### config.mk
export PLATFORM = sky130hd
export DESIGN_NAME = wav_pcm_container_parser
export DESIGN_NICKNAME = d
export VERILOG_FILES = /design/src/sv/wpcp_pkg.sv /design/src/sv/wpcp_parse.sv /design/src/sv/wpcp_out_buf.sv /design/src/sv/wav_pcm_container_parser.sv
export SDC_FILE = /design/constraint.sdc
export NUM_CORES = 1
export LEC_CHECK = 0
export ABC_AREA = 1
export BUFFER_PORTS_ARGS = -buffer_cell sky130_fd_sc_hd__buf_2
export CORE_MARGIN = 3
export CORE_UTILIZATION = 47
export DETAILED_ROUTE_END_ITERATION = 10
export PLACE_DENSITY_LB_ADDON = 0.05
export SLEW_MARGIN = 5
export SYNTH_ARGS = -nofsm -noshare
export SYNTH_HDL_FRONTEND = slang
export SYNTH_SLANG_ARGS = --single-unit
### constraint.sdc
create_clock -name clk -period 12.6 [get_ports clk]
set_input_delay 0.63 -clock clk [delete_from_list [all_inputs] [get_ports clk]]
set_output_delay 0.63 -clock clk [all_outputs]
set_load 0.02 [all_outputs]
### src/sv/wpcp_pkg.sv
// ----------------------------------------------------------------------------
// wpcp_pkg
// Shared types and constants for the RIFF/WAVE PCM container parser.
// ----------------------------------------------------------------------------
package wpcp_pkg;

  localparam logic [31:0] TAG_RIFF = 32'h5249_4646;
  localparam logic [31:0] TAG_WAVE = 32'h5741_5645;
  localparam logic [31:0] TAG_FMT  = 32'h666D_7420;
  localparam logic [31:0] TAG_DATA = 32'h6461_7461;

  localparam int unsigned FMT_BODY = 16;
  localparam int unsigned LEN_W    = 33;
  localparam int unsigned POS_W    = 4;

  localparam logic [15:0] FMT_PCM    = 16'd1;
  localparam logic [15:0] BITS_EIGHT = 16'd8;

  typedef enum logic [2:0] {
    PH_RIFF,
    PH_HDR,
    PH_FMT,
    PH_SKIP,
    PH_DATA,
    PH_DONE
  } phase_t;

  typedef enum logic [2:0] {
    ST_OK        = 3'd0,
    ST_BAD_RIFF  = 3'd1,
    ST_FMT_SHORT = 3'd2,
    ST_NOT_PCM   = 3'd3,
    ST_NO_FMT    = 3'd4,
    ST_NO_CHAN   = 3'd5,
    ST_TRUNC     = 3'd6
  } status_t;

  typedef struct packed {
    logic        has_sample_byte;
    logic [7:0]  sample_byte;
    logic        verdict_valid;
    status_t     status;
    logic        stereo;
    logic        eight_bit;
    logic [31:0] sample_rate;
  } result_t;

endpackage

### src/sv/wpcp_parse.sv
// ----------------------------------------------------------------------------
// wpcp_parse
// Byte-wide RIFF/WAVE walker: header check, chunk headers, fmt fields,
// chunk skipping and data pass-through, one byte per accepted beat.
// ----------------------------------------------------------------------------
module wpcp_parse (
  input  logic              clk,
  input  logic              rst_n,
  input  logic              fire,
  input  logic [7:0]        byte_in,
  input  logic              eof,
  output logic              res_vld,
  output wpcp_pkg::result_t res
);

  wpcp_pkg::phase_t                   phase_r, phase_nxt;
  logic [wpcp_pkg::POS_W-1:0]         pos_r, pos_nxt;
  logic [31:0]                        tag_r, tag_nxt;
  logic [wpcp_pkg::LEN_W-1:0]         len_r, len_nxt;
  logic                               fmt_seen_r, fmt_seen_nxt;
  logic [15:0]                        chan_r, chan_nxt;
  logic [15:0]                        bits_r, bits_nxt;
  logic [31:0]                        rate_r, rate_nxt;
  logic [15:0]                        enc_r, enc_nxt;

  logic [31:0]                        tag_base;
  logic [31:0]                        tag_shift;
  logic [wpcp_pkg::LEN_W-1:0]         len_base;
  logic [wpcp_pkg::LEN_W-1:0]         len_asm;
  logic [wpcp_pkg::LEN_W-1:0]         len_pad;
  logic [wpcp_pkg::LEN_W-1:0]         len_dec;
  logic [wpcp_pkg::LEN_W-1:0]         len_fmt;
  logic [wpcp_pkg::POS_W-1:0]         pos_inc;
  logic                               vrd_fire;
  wpcp_pkg::status_t                  vrd_code;
  wpcp_pkg::status_t                  end_code;
  logic                               eof_trunc;

  // shared decode
  always_comb begin
    tag_base  = (phase_r == wpcp_pkg::PH_HDR && pos_r == '0) ? '0 : tag_r;
    tag_shift = {tag_base[23:0], byte_in};
    len_base  = (pos_r == '0) ? '0 : len_r;
    len_asm   = len_base;
    case (pos_r[1:0])
      2'd0:    len_asm[7:0]   = byte_in;
      2'd1:    len_asm[15:8]  = byte_in;
      2'd2:    len_asm[23:16] = byte_in;
      default: len_asm[31:24] = byte_in;
    endcase
    if (pos_r < wpcp_pkg::POS_W'(4)) begin
      len_asm = len_base;
    end
    len_pad = len_asm + {{(wpcp_pkg::LEN_W-1){1'b0}}, len_asm[0]};
    len_dec = len_r - wpcp_pkg::LEN_W'(1);
    len_fmt = len_r - wpcp_pkg::LEN_W'(wpcp_pkg::FMT_BODY);
    pos_inc = pos_r + wpcp_pkg::POS_W'(1);

    if (!fmt_seen_r) begin
      end_code = wpcp_pkg::ST_NO_FMT;
    end else if (chan_r == '0) begin
      end_code = wpcp_pkg::ST_NO_CHAN;
    end else begin
      end_code = wpcp_pkg::ST_OK;
    end

    vrd_fire = 1'b0;
    vrd_code = wpcp_pkg::ST_OK;
    unique case (phase_r)
      wpcp_pkg::PH_RIFF: begin
        if ((pos_r == wpcp_pkg::POS_W'(3) && tag_shift != wpcp_pkg::TAG_RIFF) ||
            (pos_r == wpcp_pkg::POS_W'(11) && tag_shift != wpcp_pkg::TAG_WAVE)) begin
          vrd_fire = 1'b1;
          vrd_code = wpcp_pkg::ST_BAD_RIFF;
        end
      end
      wpcp_pkg::PH_HDR: begin
        if (pos_r == wpcp_pkg::POS_W'(7)) begin
          if (tag_r == wpcp_pkg::TAG_FMT &&
              len_asm < wpcp_pkg::LEN_W'(wpcp_pkg::FMT_BODY)) begin
            vrd_fire = 1'b1;
            vrd_code = wpcp_pkg::ST_FMT_SHORT;
          end else if (tag_r == wpcp_pkg::TAG_DATA && len_asm == '0) begin
            vrd_fire = 1'b1;
            vrd_code = end_code;
          end
        end
      end
      wpcp_pkg::PH_FMT: begin
        if (pos_r == wpcp_pkg::POS_W'(15) && enc_r != wpcp_pkg::FMT_PCM) begin
          vrd_fire = 1'b1;
          vrd_code = wpcp_pkg::ST_NOT_PCM;
        end
      end
      wpcp_pkg::PH_DATA: begin
        if (len_dec == '0) begin
          vrd_fire = 1'b1;
          vrd_code = end_code;
        end
      end
      default: begin
      end
    endcase

    eof_trunc = eof && !vrd_fire && phase_r != wpcp_pkg::PH_DONE;
  end

  // next state
  always_comb begin
    phase_nxt    = phase_r;
    pos_nxt      = pos_r;
    tag_nxt      = tag_r;
    len_nxt      = len_r;
    fmt_seen_nxt = fmt_seen_r;
    chan_nxt     = chan_r;
    bits_nxt     = bits_r;
    rate_nxt     = rate_r;
    enc_nxt      = enc_r;
    unique case (phase_r)
      wpcp_pkg::PH_RIFF: begin
        pos_nxt = pos_inc;
        if (pos_r < wpcp_pkg::POS_W'(4) || pos_r >= wpcp_pkg::POS_W'(8)) begin
          tag_nxt = tag_shift;
        end
        if (pos_r == wpcp_pkg::POS_W'(3)) begin
          tag_nxt = '0;
        end
        if (pos_r == wpcp_pkg::POS_W'(11)) begin
          phase_nxt = wpcp_pkg::PH_HDR;
          pos_nxt   = '0;
          tag_nxt   = '0;
        end
      end
      wpcp_pkg::PH_HDR: begin
        tag_nxt = (pos_r < wpcp_pkg::POS_W'(4)) ? tag_shift : tag_base;
        len_nxt = len_asm;
        pos_nxt = pos_inc;
        if (pos_r == wpcp_pkg::POS_W'(7)) begin
          pos_nxt = '0;
          if (tag_r == wpcp_pkg::TAG_FMT) begin
            phase_nxt = wpcp_pkg::PH_FMT;
          end else if (tag_r == wpcp_pkg::TAG_DATA) begin
            phase_nxt = wpcp_pkg::PH_DATA;
          end else begin
            len_nxt   = len_pad;
            phase_nxt = (len_pad == '0) ? wpcp_pkg::PH_HDR : wpcp_pkg::PH_SKIP;
          end
        end
      end
      wpcp_pkg::PH_FMT: begin
        case (pos_r)
          4'd0:    enc_nxt  = {8'd0, byte_in};
          4'd1:    enc_nxt  = {byte_in, enc_r[7:0]};
          4'd2:    chan_nxt = {8'd0, byte_in};
          4'd3:    chan_nxt = {byte_in, chan_r[7:0]};
          4'd4:    rate_nxt = {24'd0, byte_in};
          4'd5:    rate_nxt = {16'd0, byte_in, rate_r[7:0]};
          4'd6:    rate_nxt = {8'd0, byte_in, rate_r[15:0]};
          4'd7:    rate_nxt = {byte_in, rate_r[23:0]};
          4'd14:   bits_nxt = {8'd0, byte_in};
          4'd15:   bits_nxt = {byte_in, bits_r[7:0]};
          default: begin
          end
        endcase
        pos_nxt = pos_inc;
        if (pos_r == wpcp_pkg::POS_W'(15)) begin
          fmt_seen_nxt = 1'b1;
          len_nxt      = len_fmt;
          phase_nxt    = (len_fmt == '0) ? wpcp_pkg::PH_HDR : wpcp_pkg::PH_SKIP;
        end
      end
      wpcp_pkg::PH_SKIP: begin
        len_nxt = len_dec;
        if (len_dec == '0) begin
          phase_nxt = wpcp_pkg::PH_HDR;
          pos_nxt   = '0;
        end
      end
      wpcp_pkg::PH_DATA: begin
        len_nxt = len_dec;
      end
      default: begin
      end
    endcase
    if (vrd_fire) begin
      phase_nxt = wpcp_pkg::PH_DONE;
    end
    if (eof) begin
      phase_nxt    = wpcp_pkg::PH_RIFF;
      pos_nxt      = '0;
      fmt_seen_nxt = 1'b0;
    end
  end

  // result
  always_comb begin
    res                 = '0;
    res.has_sample_byte = (phase_r == wpcp_pkg::PH_DATA);
    res.sample_byte     = (phase_r == wpcp_pkg::PH_DATA) ? byte_in : 8'd0;
    if (vrd_fire) begin
      res.verdict_valid = 1'b1;
      res.status        = vrd_code;
      if (vrd_code == wpcp_pkg::ST_OK) begin
        res.stereo      = (chan_r != 16'd1);
        res.eight_bit   = (bits_r == wpcp_pkg::BITS_EIGHT);
        res.sample_rate = rate_r;
      end
    end else if (eof_trunc) begin
      res.verdict_valid = 1'b1;
      res.status        = wpcp_pkg::ST_TRUNC;
    end
    res_vld = fire && (res.has_sample_byte || res.verdict_valid);
  end

  always_ff @(posedge clk) begin
    if (!rst_n) begin
      phase_r    <= wpcp_pkg::PH_RIFF;
      pos_r      <= '0;
      fmt_seen_r <= 1'b0;
    end else if (fire) begin
      phase_r    <= phase_nxt;
      pos_r      <= pos_nxt;
      fmt_seen_r <= fmt_seen_nxt;
    end
  end

  always_ff @(posedge clk) begin
    if (fire) begin
      tag_r  <= tag_nxt;
      len_r  <= len_nxt;
      chan_r <= chan_nxt;
      bits_r <= bits_nxt;
      rate_r <= rate_nxt;
      enc_r  <= enc_nxt;
    end
  end

  assert property (@(posedge clk) disable iff (!rst_n)
    fire && eof |=> phase_r == wpcp_pkg::PH_RIFF && pos_r == '0 && !fmt_seen_r)
    else $error("parser did not re-arm after end of file");

  assert property (@(posedge clk) disable iff (!rst_n)
    fire && phase_r == wpcp_pkg::PH_DONE && !eof |-> !res_vld)
    else $error("result produced after verdict");

  assert property (@(posedge clk) disable iff (!rst_n)
    res_vld && res.verdict_valid && res.status != wpcp_pkg::ST_OK
      |-> !res.stereo && !res.eight_bit && res.sample_rate == '0)
    else $error("format fields set on failing verdict");

endmodule

### src/sv/wpcp_out_buf.sv
// ----------------------------------------------------------------------------
// wpcp_out_buf
// Result register with a skid slot; upstream stall comes from a flop.
// ----------------------------------------------------------------------------
module wpcp_out_buf (
  input  logic              clk,
  input  logic              rst_n,
  input  logic              push,
  input  wpcp_pkg::result_t push_res,
  output logic              full,
  output logic              out_valid,
  input  logic              out_stall,
  output wpcp_pkg::result_t out_res
);

  logic              out_valid_r, out_valid_nxt;
  logic              skid_valid_r, skid_valid_nxt;
  wpcp_pkg::result_t out_res_r, out_res_nxt;
  wpcp_pkg::result_t skid_res_r, skid_res_nxt;
  logic              pop;

  always_comb begin
    pop            = out_valid_r && !out_stall;
    out_valid_nxt  = out_valid_r;
    skid_valid_nxt = skid_valid_r;
    out_res_nxt    = out_res_r;
    skid_res_nxt   = skid_res_r;
    if (pop || !out_valid_r) begin
      if (skid_valid_r) begin
        out_valid_nxt  = 1'b1;
        out_res_nxt    = skid_res_r;
        skid_valid_nxt = 1'b0;
      end else begin
        out_valid_nxt = push;
        out_res_nxt   = push_res;
      end
    end else if (push) begin
      skid_valid_nxt = 1'b1;
      skid_res_nxt   = push_res;
    end
  end

  always_ff @(posedge clk) begin
    if (!rst_n) begin
      out_valid_r  <= 1'b0;
      skid_valid_r <= 1'b0;
    end else begin
      out_valid_r  <= out_valid_nxt;
      skid_valid_r <= skid_valid_nxt;
    end
  end

  always_ff @(posedge clk) begin
    out_res_r  <= out_res_nxt;
    skid_res_r <= skid_res_nxt;
  end

  assign full      = skid_valid_r;
  assign out_valid = out_valid_r;
  assign out_res   = out_res_r;

  assert property (@(posedge clk) disable iff (!rst_n)
    skid_valid_r |-> out_valid_r)
    else $error("skid slot holds a beat ahead of the output register");

  assert property (@(posedge clk) disable iff (!rst_n)
    !out_valid_r |=> !skid_valid_r)
    else $error("skid slot filled while output register was empty");

  assert property (@(posedge clk) disable iff (!rst_n)
    skid_valid_r && !out_stall |=> out_valid_r && !skid_valid_r)
    else $error("skid beat not moved forward");

endmodule

### src/sv/wav_pcm_container_parser.sv
// ----------------------------------------------------------------------------
// wav_pcm_container_parser
// RIFF/WAVE PCM container parser: checks the file header, walks chunks,
// keeps the PCM format, passes data chunk bytes and gives one verdict.
//
//   channel  direction  beat
//   in_      input      one file byte, end-of-file mark on the last byte
//   out_     output     data byte and/or the file verdict
//
// one byte accepted per cycle while in_stall is low; the parse step is
// combinational logic between the state registers and the result register
// a result reaches the out_ ports via the result register or its skid slot
// reset is synchronous; no clearing pass follows
// in_stall is a flop: it rises once the result register and its skid slot
// both hold beats, and falls the cycle after out_stall releases
// ----------------------------------------------------------------------------
module wav_pcm_container_parser (
  input  logic        clk,
  input  logic        rst_n,
  input  logic        in_valid,
  output logic        in_stall,
  input  logic [7:0]  in_input_byte,
  input  logic        in_end_of_file,
  output logic        out_valid,
  input  logic        out_stall,
  output logic        out_has_sample_byte,
  output logic [7:0]  out_sample_byte,
  output logic        out_verdict_valid,
  output logic [2:0]  out_status,
  output logic        out_stereo,
  output logic        out_eight_bit,
  output logic [31:0] out_sample_rate
);

  logic              in_fire;
  logic              res_vld;
  logic              buf_full;
  wpcp_pkg::result_t res;
  wpcp_pkg::result_t out_res;

  assign in_stall = buf_full;
  assign in_fire  = in_valid && !buf_full;

  wpcp_parse u_parse (
    .clk     (clk),
    .rst_n   (rst_n),
    .fire    (in_fire),
    .byte_in (in_input_byte),
    .eof     (in_end_of_file),
    .res_vld (res_vld),
    .res     (res)
  );

  wpcp_out_buf u_out_buf (
    .clk       (clk),
    .rst_n     (rst_n),
    .push      (res_vld),
    .push_res  (res),
    .full      (buf_full),
    .out_valid (out_valid),
    .out_stall (out_stall),
    .out_res   (out_res)
  );

  assign out_has_sample_byte = out_res.has_sample_byte;
  assign out_sample_byte     = out_res.sample_byte;
  assign out_verdict_valid   = out_res.verdict_valid;
  assign out_status          = out_res.status;
  assign out_stereo          = out_res.stereo;
  assign out_eight_bit       = out_res.eight_bit;
  assign out_sample_rate     = out_res.sample_rate;

endmodule

Word level (Yosys, flattened, before mapping)
Cells that the tools add are included.
{ "totals": {"ff_bits": 249, "output_inout_bits": 49} }
{ "op_classes": {"n_bitwise": 8, "muxes": 63, "n_reduce_logical": 60, "order_cmp": 3, "n_eq_ne": 32, "n_addsub": 4} }
{ "ops": {"columns": ["operator", "count"], "rows": [
  ["$mux W32", 6],
  ["$mux W33", 5],
  ["$logic_not A33 Y1", 4],
  ["$pmux W32 S4", 1],
  ["$pmux W33 S3", 1],
  ["$pmux W16 S2", 3],
  ["$mux W34", 2],
  ["$eq A32 B31 Y1 const B", 2],
  ["$ne A32 B31 Y1 const B", 2],
  ["$pmux W32 S2", 1],
  ["$mux W47", 1],
  ["$mux W3", 14],
  ["$mux W8", 5],
  ["$add A33 B1 Y33", 1],
  ["$lt A33 B5 Y1 const B", 1],
  ["$sub A33 B1 Y33 const B", 1],
  ["$sub A33 B5 Y33 const B", 1],
  ["$ne A16 B1 Y1 const B", 2],
  ["$mux W4", 6],
  ["$pmux W3 S4", 2],
  ["$reduce_and A3 Y1", 8],
  ["$reduce_and A4 Y1", 5],
  ["$eq A16 B4 Y1 const B", 1],
  ["$eq A4 B3 Y1 const B", 4],
  ["other kinds (39)", 91]
]} }

Longest topological paths before layout
Gate-level depths: netlist (run 1).
{ "depth": {"ltp_word": 18, "mapped_depth": 25} }

By module
Synthesis (run 1) repeated with hierarchy kept, for this count alone.
{ "unflattened": {"cells_unflattened": 1825, "hier_area_um2": 15029.4} }
{ "modules_own_cells": {"columns": ["mod", "instances", "area_per_inst_um2", "cells_per_inst"], "rows": [
  ["wpcp_parse", 1, 11463.5, 1568],
  ["wpcp_out_buf", 1, 3555.9, 255],
  ["wav_pcm_container_parser", 1, 10.0, 2]
]} }

Least setup slack after synthesis (run 1)
OpenSTA, ideal clock, no wires.
{ "synth_path": {"kind": "register -> register", "startpoint": "register u_parse.len_r[4] in the netlist's numbering", "endpoint": "register u_out_buf.skid_res_r[0] in the netlist's numbering, enable pin", "arrival_time_ns": 4.264, "path_slack_ns": 7.884, "setup_time_ns": 0.452, "path_buffers": 0, "path_stages_with_launch": 18, "period_less_slack_ns": 4.716, "cell_sequence": "edfxtp_1 > inv_2 > ha_1 > inv_1 > nor2_1 > nand2_1 > nor3_2 > nand2_1 > xor2_1 > inv_2 > nand3b_1 > nor2_1 > nand4_2 > nand2_4 > nor2_1 > nand2_1 > nand2_1 > nor2_1"} }
{ "synth_between": {"elab_chain_len": 17} }
{ "synth_lines": {"columns": ["element", "line_no", "source"], "rows": [
  ["from (decl)", "wpcp_parse.sv:19", "logic [wpcp_pkg::LEN_W-1:0] len_r, len_nxt;"],
  ["from (signal assigned)", "wpcp_parse.sv:230", "len_r <= len_nxt;"],
  ["branches (longest 8 deep; another with $lt A33 B5 Y1)", null, null],
  ["$pmux W1 S4 (*)", "wpcp_parse.sv:69", "unique case (phase_r)"],
  ["$logic_not A1 Y1", "wpcp_parse.sv:105", "eof_trunc = eof && !vrd_fire && phase_r != wpcp_pkg::PH_DONE;"],
  ["$logic_and A1 B1 Y1 (2 in a row)", "wpcp_parse.sv:105", null],
  ["$mux W4", "wpcp_parse.sv:208", "end else if (eof_trunc) begin"],
  ["$mux W4 (*)", "wpcp_parse.sv:200", "if (vrd_fire) begin"],
  ["$logic_or A1 B1 Y1 (*)", "wpcp_parse.sv:212", "res_vld = fire && (res.has_sample_byte || res.verdict_valid);"],
  ["$logic_and A1 B1 Y1 (*)", "wpcp_parse.sv:212", null],
  ["$reduce_and A2 Y1 (no line) (*)", null, null],
  ["to (signal assigned)", "wpcp_out_buf.sv:55", "skid_res_r <= skid_res_nxt;"],
  ["to (decl)", "wpcp_out_buf.sv:19", "wpcp_pkg::result_t skid_res_r, skid_res_nxt;"]
]} }
Mark *: on every way between the ends.
A chain may end at the register's enable or synchronous reset.

Final worst setup path (run 1)
{ "layout_path": {"startpoint": "register u_parse.pos_r[0] in the netlist's numbering", "endpoint": "register u_out_buf.skid_res_r[8] in the netlist's numbering, enable pin"} }
{ "layout_between": {"elab_chain_len": 18} }
{ "layout_lines": {"columns": ["element", "line_no", "source"], "rows": [
  ["from (decl)", "wpcp_parse.sv:17", "logic [wpcp_pkg::POS_W-1:0] pos_r, pos_nxt;"],
  ["from (signal assigned)", "wpcp_parse.sv:222", "pos_r <= pos_nxt;"],
  ["branches (longest 9 deep; another with $lt A33 B5 Y1)", null, null],
  ["$pmux W1 S4 (*)", "wpcp_parse.sv:69", null],
  ["$logic_not A1 Y1", "wpcp_parse.sv:105", null],
  ["$logic_and A1 B1 Y1 (2 in a row)", "wpcp_parse.sv:105", null],
  ["$mux W4", "wpcp_parse.sv:208", null],
  ["$mux W4 (*)", "wpcp_parse.sv:200", null],
  ["$logic_or A1 B1 Y1 (*)", "wpcp_parse.sv:212", null],
  ["$logic_and A1 B1 Y1 (*)", "wpcp_parse.sv:212", null],
  ["$reduce_and A2 Y1 (no line) (*)", null, null]
]} }
Mark *: on every way between the ends. The select of a mux whose other input is x is not followed.

==> qor.yml, run 1 <==
grt:
  antenna_found_initial: 0
  grt_pass1_wl_um: 74000
  grt_max_degree: 83
  grt_pass1_vias: 12280
  gr-usage-all-layers: 0.283
  gr-total-overflow: 0
final_layout:
  seqCellArea_mm2: 0.00738
  multi_input_area_mm2: 0.00648
  drive_gt1_frac: 0.0934
  stdcell_area_mm2: 0.0166
  layout_commonest_cell: "nand2_1"
  fin_nets: 1940
  n_fill_cell: 3073
  final_cell_mix: "357 x nand2_1, 340 x nor2_1, 246 x inv_1"
  syn_to_final_growth_pct: 9.40
  n_antenna_cell: 0
run_status:
  status: "finished clean"
cts:
  cts.sinks: 249
  cts.path.max_buffers: 3
  cts_root_buf: "clkbuf_16"
  cts_resized: 0
  holdBufCountCts: 0
  cts-buffers-inserted: 27
  h-tree-depth: 1
  worstSkewPairLatency_ps: 560
  cts_tree: "built"
  path_clk_slew_ps: 60
  cts_setup_buffers: 0
yosys:
  synthFlopType: "edfxtp_1"
  ys_ff_latch: 249
  synth_nets: 1903
  synth_edf_count: 239
  avgSynthCellArea_um2: 8.06
  yosysUniqueCellTypes: 52
  yosysWarningCount: 0
  ys_seq_area_frac: 0.487
  synthesis.area_mm2: 0.0151
  synth_cells: 1879
  async_flop_share: 0
setup_path:
  worstPathArrival_ps: 4810
  crit_required_ps: 12790
  worstPathMaxFanout: 44
  worstSetupStartpointType: "flop"
  end_kind: "flop"
  reg2reg_slack_ps: 7980
  crit_type: "flop to flop"
sta:
  hold_viol: 0
  relSlewSlack: 0.175
  setup_tns_ps: 0
  finalCritPeriodShare: 0.367
  fmax_mhz: 216
  setup-violations-final: 0
  period_needed_ps: 4620
  worstMarginPinSlew_ps: 1230
  rsz0062_at_grt: "false"
  slew_violations: 0
  fin_skew_ps: 15.0
floorplanning:
  rows: 65
  die_h_um: 186
  start_util: 0.479
  ios: 62
  dieArea_mm2: 0.0344
  core_mm2: 0.0316
  die_w_um: 186
flow_run:
  drv_cap: 0
placed_design:
  portBuffers: 61
  place_area_mm2: 0.0157
  place_hpwl_um: 36500
  gp_congestion: 1.02
routing:
  firstDrtPassIters: 6
  wirelength_um: 49000
  vias: 13326
  drcViolationCount: 0
  wire_per_inst_um: 21.0
  antenna_left: 0
  drtIter0Drc: 1462
  via_per_inst: 5.70
power_and_ir_drop:
  power_density_mw_per_mm2: 122
  vdd_drop_max_mv: 0.101
  p_leak_uw: 0.00687
worst_hold_path:
  min_path_type: "input port to flop"
-- report_power, final --
part           leakage, uW  switching, uW  internal [uW]
sequential         0.00235           23.9            951
combinational      0.00412            218           79.4
clock             0.000404            327            423
total              0.00687            569           1450
-- metal layers --
| metal | up-vias | track usage | wire [um] |
|---|---|---|---|
| li1 | 6369 | - | - |
| met1 | 6307 | 0.421 | 22300 |
| met2 | 578 | 0.439 | 21500 |
| met3 | 72 | 0.0430 | 4180 |
| met4 | 0 | 0.0645 | 1030 |
| met5 | - | 0 | 0 |
-- path summary, 6_finish.rpt --
| kind | cells past startpoint | start | end |
|---|---|---|---|
| worst max-delay path | 19 | u_parse.pos_r[0] | u_out_buf.skid_res_r[8] |
| worst min-delay path | 2 | in_end_of_file | u_parse.fmt_seen_r |
| worst min register to register | 2 | u_out_buf.skid_res_r[44] | u_out_buf.out_res[44] |
| worst max register to register | 19 | u_parse.pos_r[0] | u_out_buf.skid_res_r[8] |
-- kinds of logic after synthesis --
kind of cell / after synthesis / synth area share
compound gates: 214 / 0.0840
xor+xnor: 59 / 0.0341
fa+ha+maj: 11 / 0.00909
buf+inv: 325 / 0.0874
flops: 249 / 0.487
simple gates: 1021 / 0.298
-- layout make-up --
cell class                 count  area share
inverter                     259      0.0588
clock buffer                  35      0.0432
multi-input combinational   1305       0.391
clock inverter                15     0.00710
sequential                   249       0.445
tap                          402      0.0304
timing repair buffer          74      0.0243
-- flip-flops by register name, summed over array words and instances (netlist names), 16 cells and up --
signal and flops:
u_out_buf.out_res 47, u_out_buf.skid_res_r 47, u_parse.len_r 33, u_parse.rate_r 32, u_parse.tag_r 32, u_parse.bits_r 16
u_parse.chan_r 16, u_parse.enc_r 16
-- critical path, cell delays in order (launching register included) --
cell	delay, ps
dfxtp_1	350
inv_1	120
ha_1	470
nand2_4	420
nor2_2	880
nor2_1	80
inv_1	100
nand4_1	100
nand2_1	80
nand3_1	120
nand2_1	120
nand2_1	80
nor2_2	120
nand2_4	90
nor2_1	140
nor2_1	90
nand2_1	60
nand2_1	130
nor2_4	170
buf_4	500
-- metrics by stage --
stage | hold WS (ps) | instances | power (uW) | util | worst slack, ps
finish | 327 | 2339 | 2020 | 0.524 | 7980
global route | 322 | 2339 | 2100 | 0.524 | 7430
CTS | 310 | 2339 | 2030 | 0.524 | 8000
detailed placement | 507 | 2289 | 1280 | 0.497 | 7990
global placement | 501 | 2289 | 1280 | 0.497 | 8180
floorplan | 492 | 1879 | 1180 | - | 7880
-- cell usage after synthesis (2+ instances only) --
cell type,number,area (um^2)
o32ai_1,15,131
o211ai_1,12,90.1
buf_6,9,101
nand3b_1,3,22.5
nor2_4,4,45.0
o22ai_1,11,68.8
nand2_4,5,56.3
buf_2,9,45.0
inv_1,247,927
nor2_1,342,1280
inv_2,7,26.3
or2_2,2,12.5
nand3_1,151,756
nand2_2,3,18.8
nor2_2,16,100
dfxtp_1,10,200
a31oi_1,2,12.5
a211oi_1,2,15.0
dlygate4sd1_1,2,17.5
nor3_1,35,175
o21ai_0,51,255
o21ai_2,7,61.3
o31ai_1,2,15.0
ha_1,11,138
a22oi_1,2,15.0
a21oi_1,78,390
xnor2_1,3,26.3
nor3_2,6,60.1
nor4_1,32,200
clkbuf_1,41,154
clkinv_1,4,15.0
o21ai_1,16,80.1
buf_4,3,22.5
nand4_1,49,307
edfxtp_1,239,7180
and2_1,2,12.5
xor2_1,56,490
nand3_2,8,80.1
o221ai_1,12,105
nand2_1,358,1340
Power figures use the tool's default switching activity.
==> inputs of run 2 (changes only) <==
==> constraint.sdc (replaced) <==
create_clock -name clk -period 4.6 [get_ports clk]
set_input_delay 0.23 -clock clk [delete_from_list [all_inputs] [get_ports clk]]
set_output_delay 0.23 -clock clk [all_outputs]
set_load 0.02 [all_outputs]
==> run 2 against run 1 <==
Sequential power grew to 2.7 times the previous value; register-to-register slack lost 7700 ps; cell count grew 1.9%; critical path type unchanged; global-route usage grew 0.70 points; clock-buffer cell count shrank 2; critical path depth is the same.
==> qor.yml, run 2 (synthesized netlist as in run 1, its figures left out) <==
routing:
  wire_per_inst_um: 21.2
  drcViolationCount: 0
  drtIter0Drc: 1647
  firstDrtPassIters: 9
  antenna_left: 0
  via_per_inst: 5.69
  wirelength_um: 50400
  vias: 13554
cts:
  cts_root_buf: "clkbuf_16"
  path_clk_slew_ps: 70
  h-tree-depth: 1
  worstSkewPairLatency_ps: 570
  cts.path.max_buffers: 3
  cts_setup_buffers: 0
  cts_tree: "built"
  cts_resized: 0
  cts-buffers-inserted: 27
  cts.sinks: 249
sta:
  slew_violations: 0
  fin_skew_ps: 32.3
  fmax_mhz: 233
  period_needed_ps: 4290
  rsz0062_at_grt: "false"
  hold_viol: 0
  relSlewSlack: 0.271
  worstMarginPinSlew_ps: 1090
  finalCritPeriodShare: 0.932
  setup-violations-final: 0
  setup_tns_ps: 0
  setup_ws_ps: 312
final_layout:
  n_fill_cell: 3014
  final_cell_mix: "357 x nand2_1, 340 x nor2_1, 246 x inv_1"
  multi_input_area_mm2: 0.00648
  fin_nets: 1990
  syn_to_final_growth_pct: 12.1
  seqCellArea_mm2: 0.00738
  layout_commonest_cell: "nand2_1"
  post_layout_nonfiller_instances: 2383
  n_antenna_cell: 0
  drive_gt1_frac: 0.112
power_and_ir_drop:
  power_density_mw_per_mm2: 335
  vdd_drop_max_mv: 0.304
  finalPower_uw: 5690
  p_leak_uw: 0.00712
worst_hold_path:
  min_path_type: "input port to flop"
floorplanning:
  rows: 65
  start_util: 0.479
  core_mm2: 0.0316
  die_w_um: 186
  ios: 62
  dieArea_mm2: 0.0344
  die_h_um: 186
run_status:
  status: "finished clean"
setup_path:
  crit_type: "flop to flop"
  crit_required_ps: 4850
  worstPathMaxFanout: 19
  worstPathArrival_ps: 4540
  worstSetupStartpointType: "flop"
  end_kind: "flop"
placed_design:
  gp_congestion: 1.07
  placed_cells: 2332
  portBuffers: 61
  place_hpwl_um: 38100
  post-place-ws_ps: 108
flow_run:
  drv_cap: 0
grt:
  antenna_found_initial: 1
  gr-usage-all-layers: 0.290
  grt_pass1_wl_um: 76300
  grt_max_degree: 83
  gr-total-overflow: 0
  grt_pass1_vias: 12818
run 2: what timing repair did:
action                     in CTS  in global routing
hold buffers                    6                  0
setup endpoints to repair       0                 11
hold endpoints to repair        6                  0
run 2: area by class of cell:
cell class,instances,share of cell area
sequential,249,0.435
multi-input combinational,1306,0.382
inverter,259,0.0574
timing repair buffer,123,0.0463
clock buffer,33,0.0417
tap,402,0.0296
clock inverter,11,0.00863
run 2: routing by layer:
metal | share of wire | track usage | wire length [um] | vias up
met5 | 0 | 0 | 0 | -
met4 | 0.034 | 0.0969 | 1720 | 0
met3 | 0.092 | 0.0577 | 4650 | 101
met2 | 0.44 | 0.446 | 22000 | 665
met1 | 0.44 | 0.413 | 22100 | 6320
li1 | - | - | - | 6468
run 2: critical path, cell delays in order (launching register included):
cell	delay, ps
dfxtp_1	350
inv_1	120
ha_1	410
inv_1	160
nor2_2	390
nand2_1	90
nand3_1	130
nand2_1	80
nor3_1	230
nand4_1	130
nor2_1	230
nand3_1	150
nand2_2	140
nor2_2	70
nand2_4	90
nor2_1	100
nand2_1	60
nand2_1	170
nor2_4	530
buf_4	300
run 2: path summary, 6_finish.rpt:
check	start	endpoint	slack [ps]	cells after the start
min reg2reg	u_out_buf.skid_res_r[38]	u_out_buf.out_res[38]	520	2
max reg2reg	u_parse.pos_r[0]	u_out_buf.skid_res_r[16]	310	19
min	in_input_byte[3]	u_parse.bits_r[3]	30	3
max	u_parse.pos_r[0]	u_out_buf.skid_res_r[16]	310	19
run 2: stage by stage:
step / utilization / cell area [um^2] / hold slack (ps)
after floorplan: - / 15100 / 326
after global placement: 0.507 / 16100 / 498
after detailed placement: 0.507 / 16100 / 489
after global routing: 0.536 / 17000 / 38.7
final: 0.536 / 17000 / 28.7
after CTS: 0.536 / 17000 / 2.51
run 2: report_power, final:
part / total (uW) / leakage [uW] / internal, uW / switching, uW
Combinational: 866 / 0.00435 / 246 / 620
Sequential: 2660 / 0.00235 / 2600 / 59.2
Clock: 2160 / 0.000412 / 1250 / 903
Total: 5690 / 0.00712 / 4100 / 1580
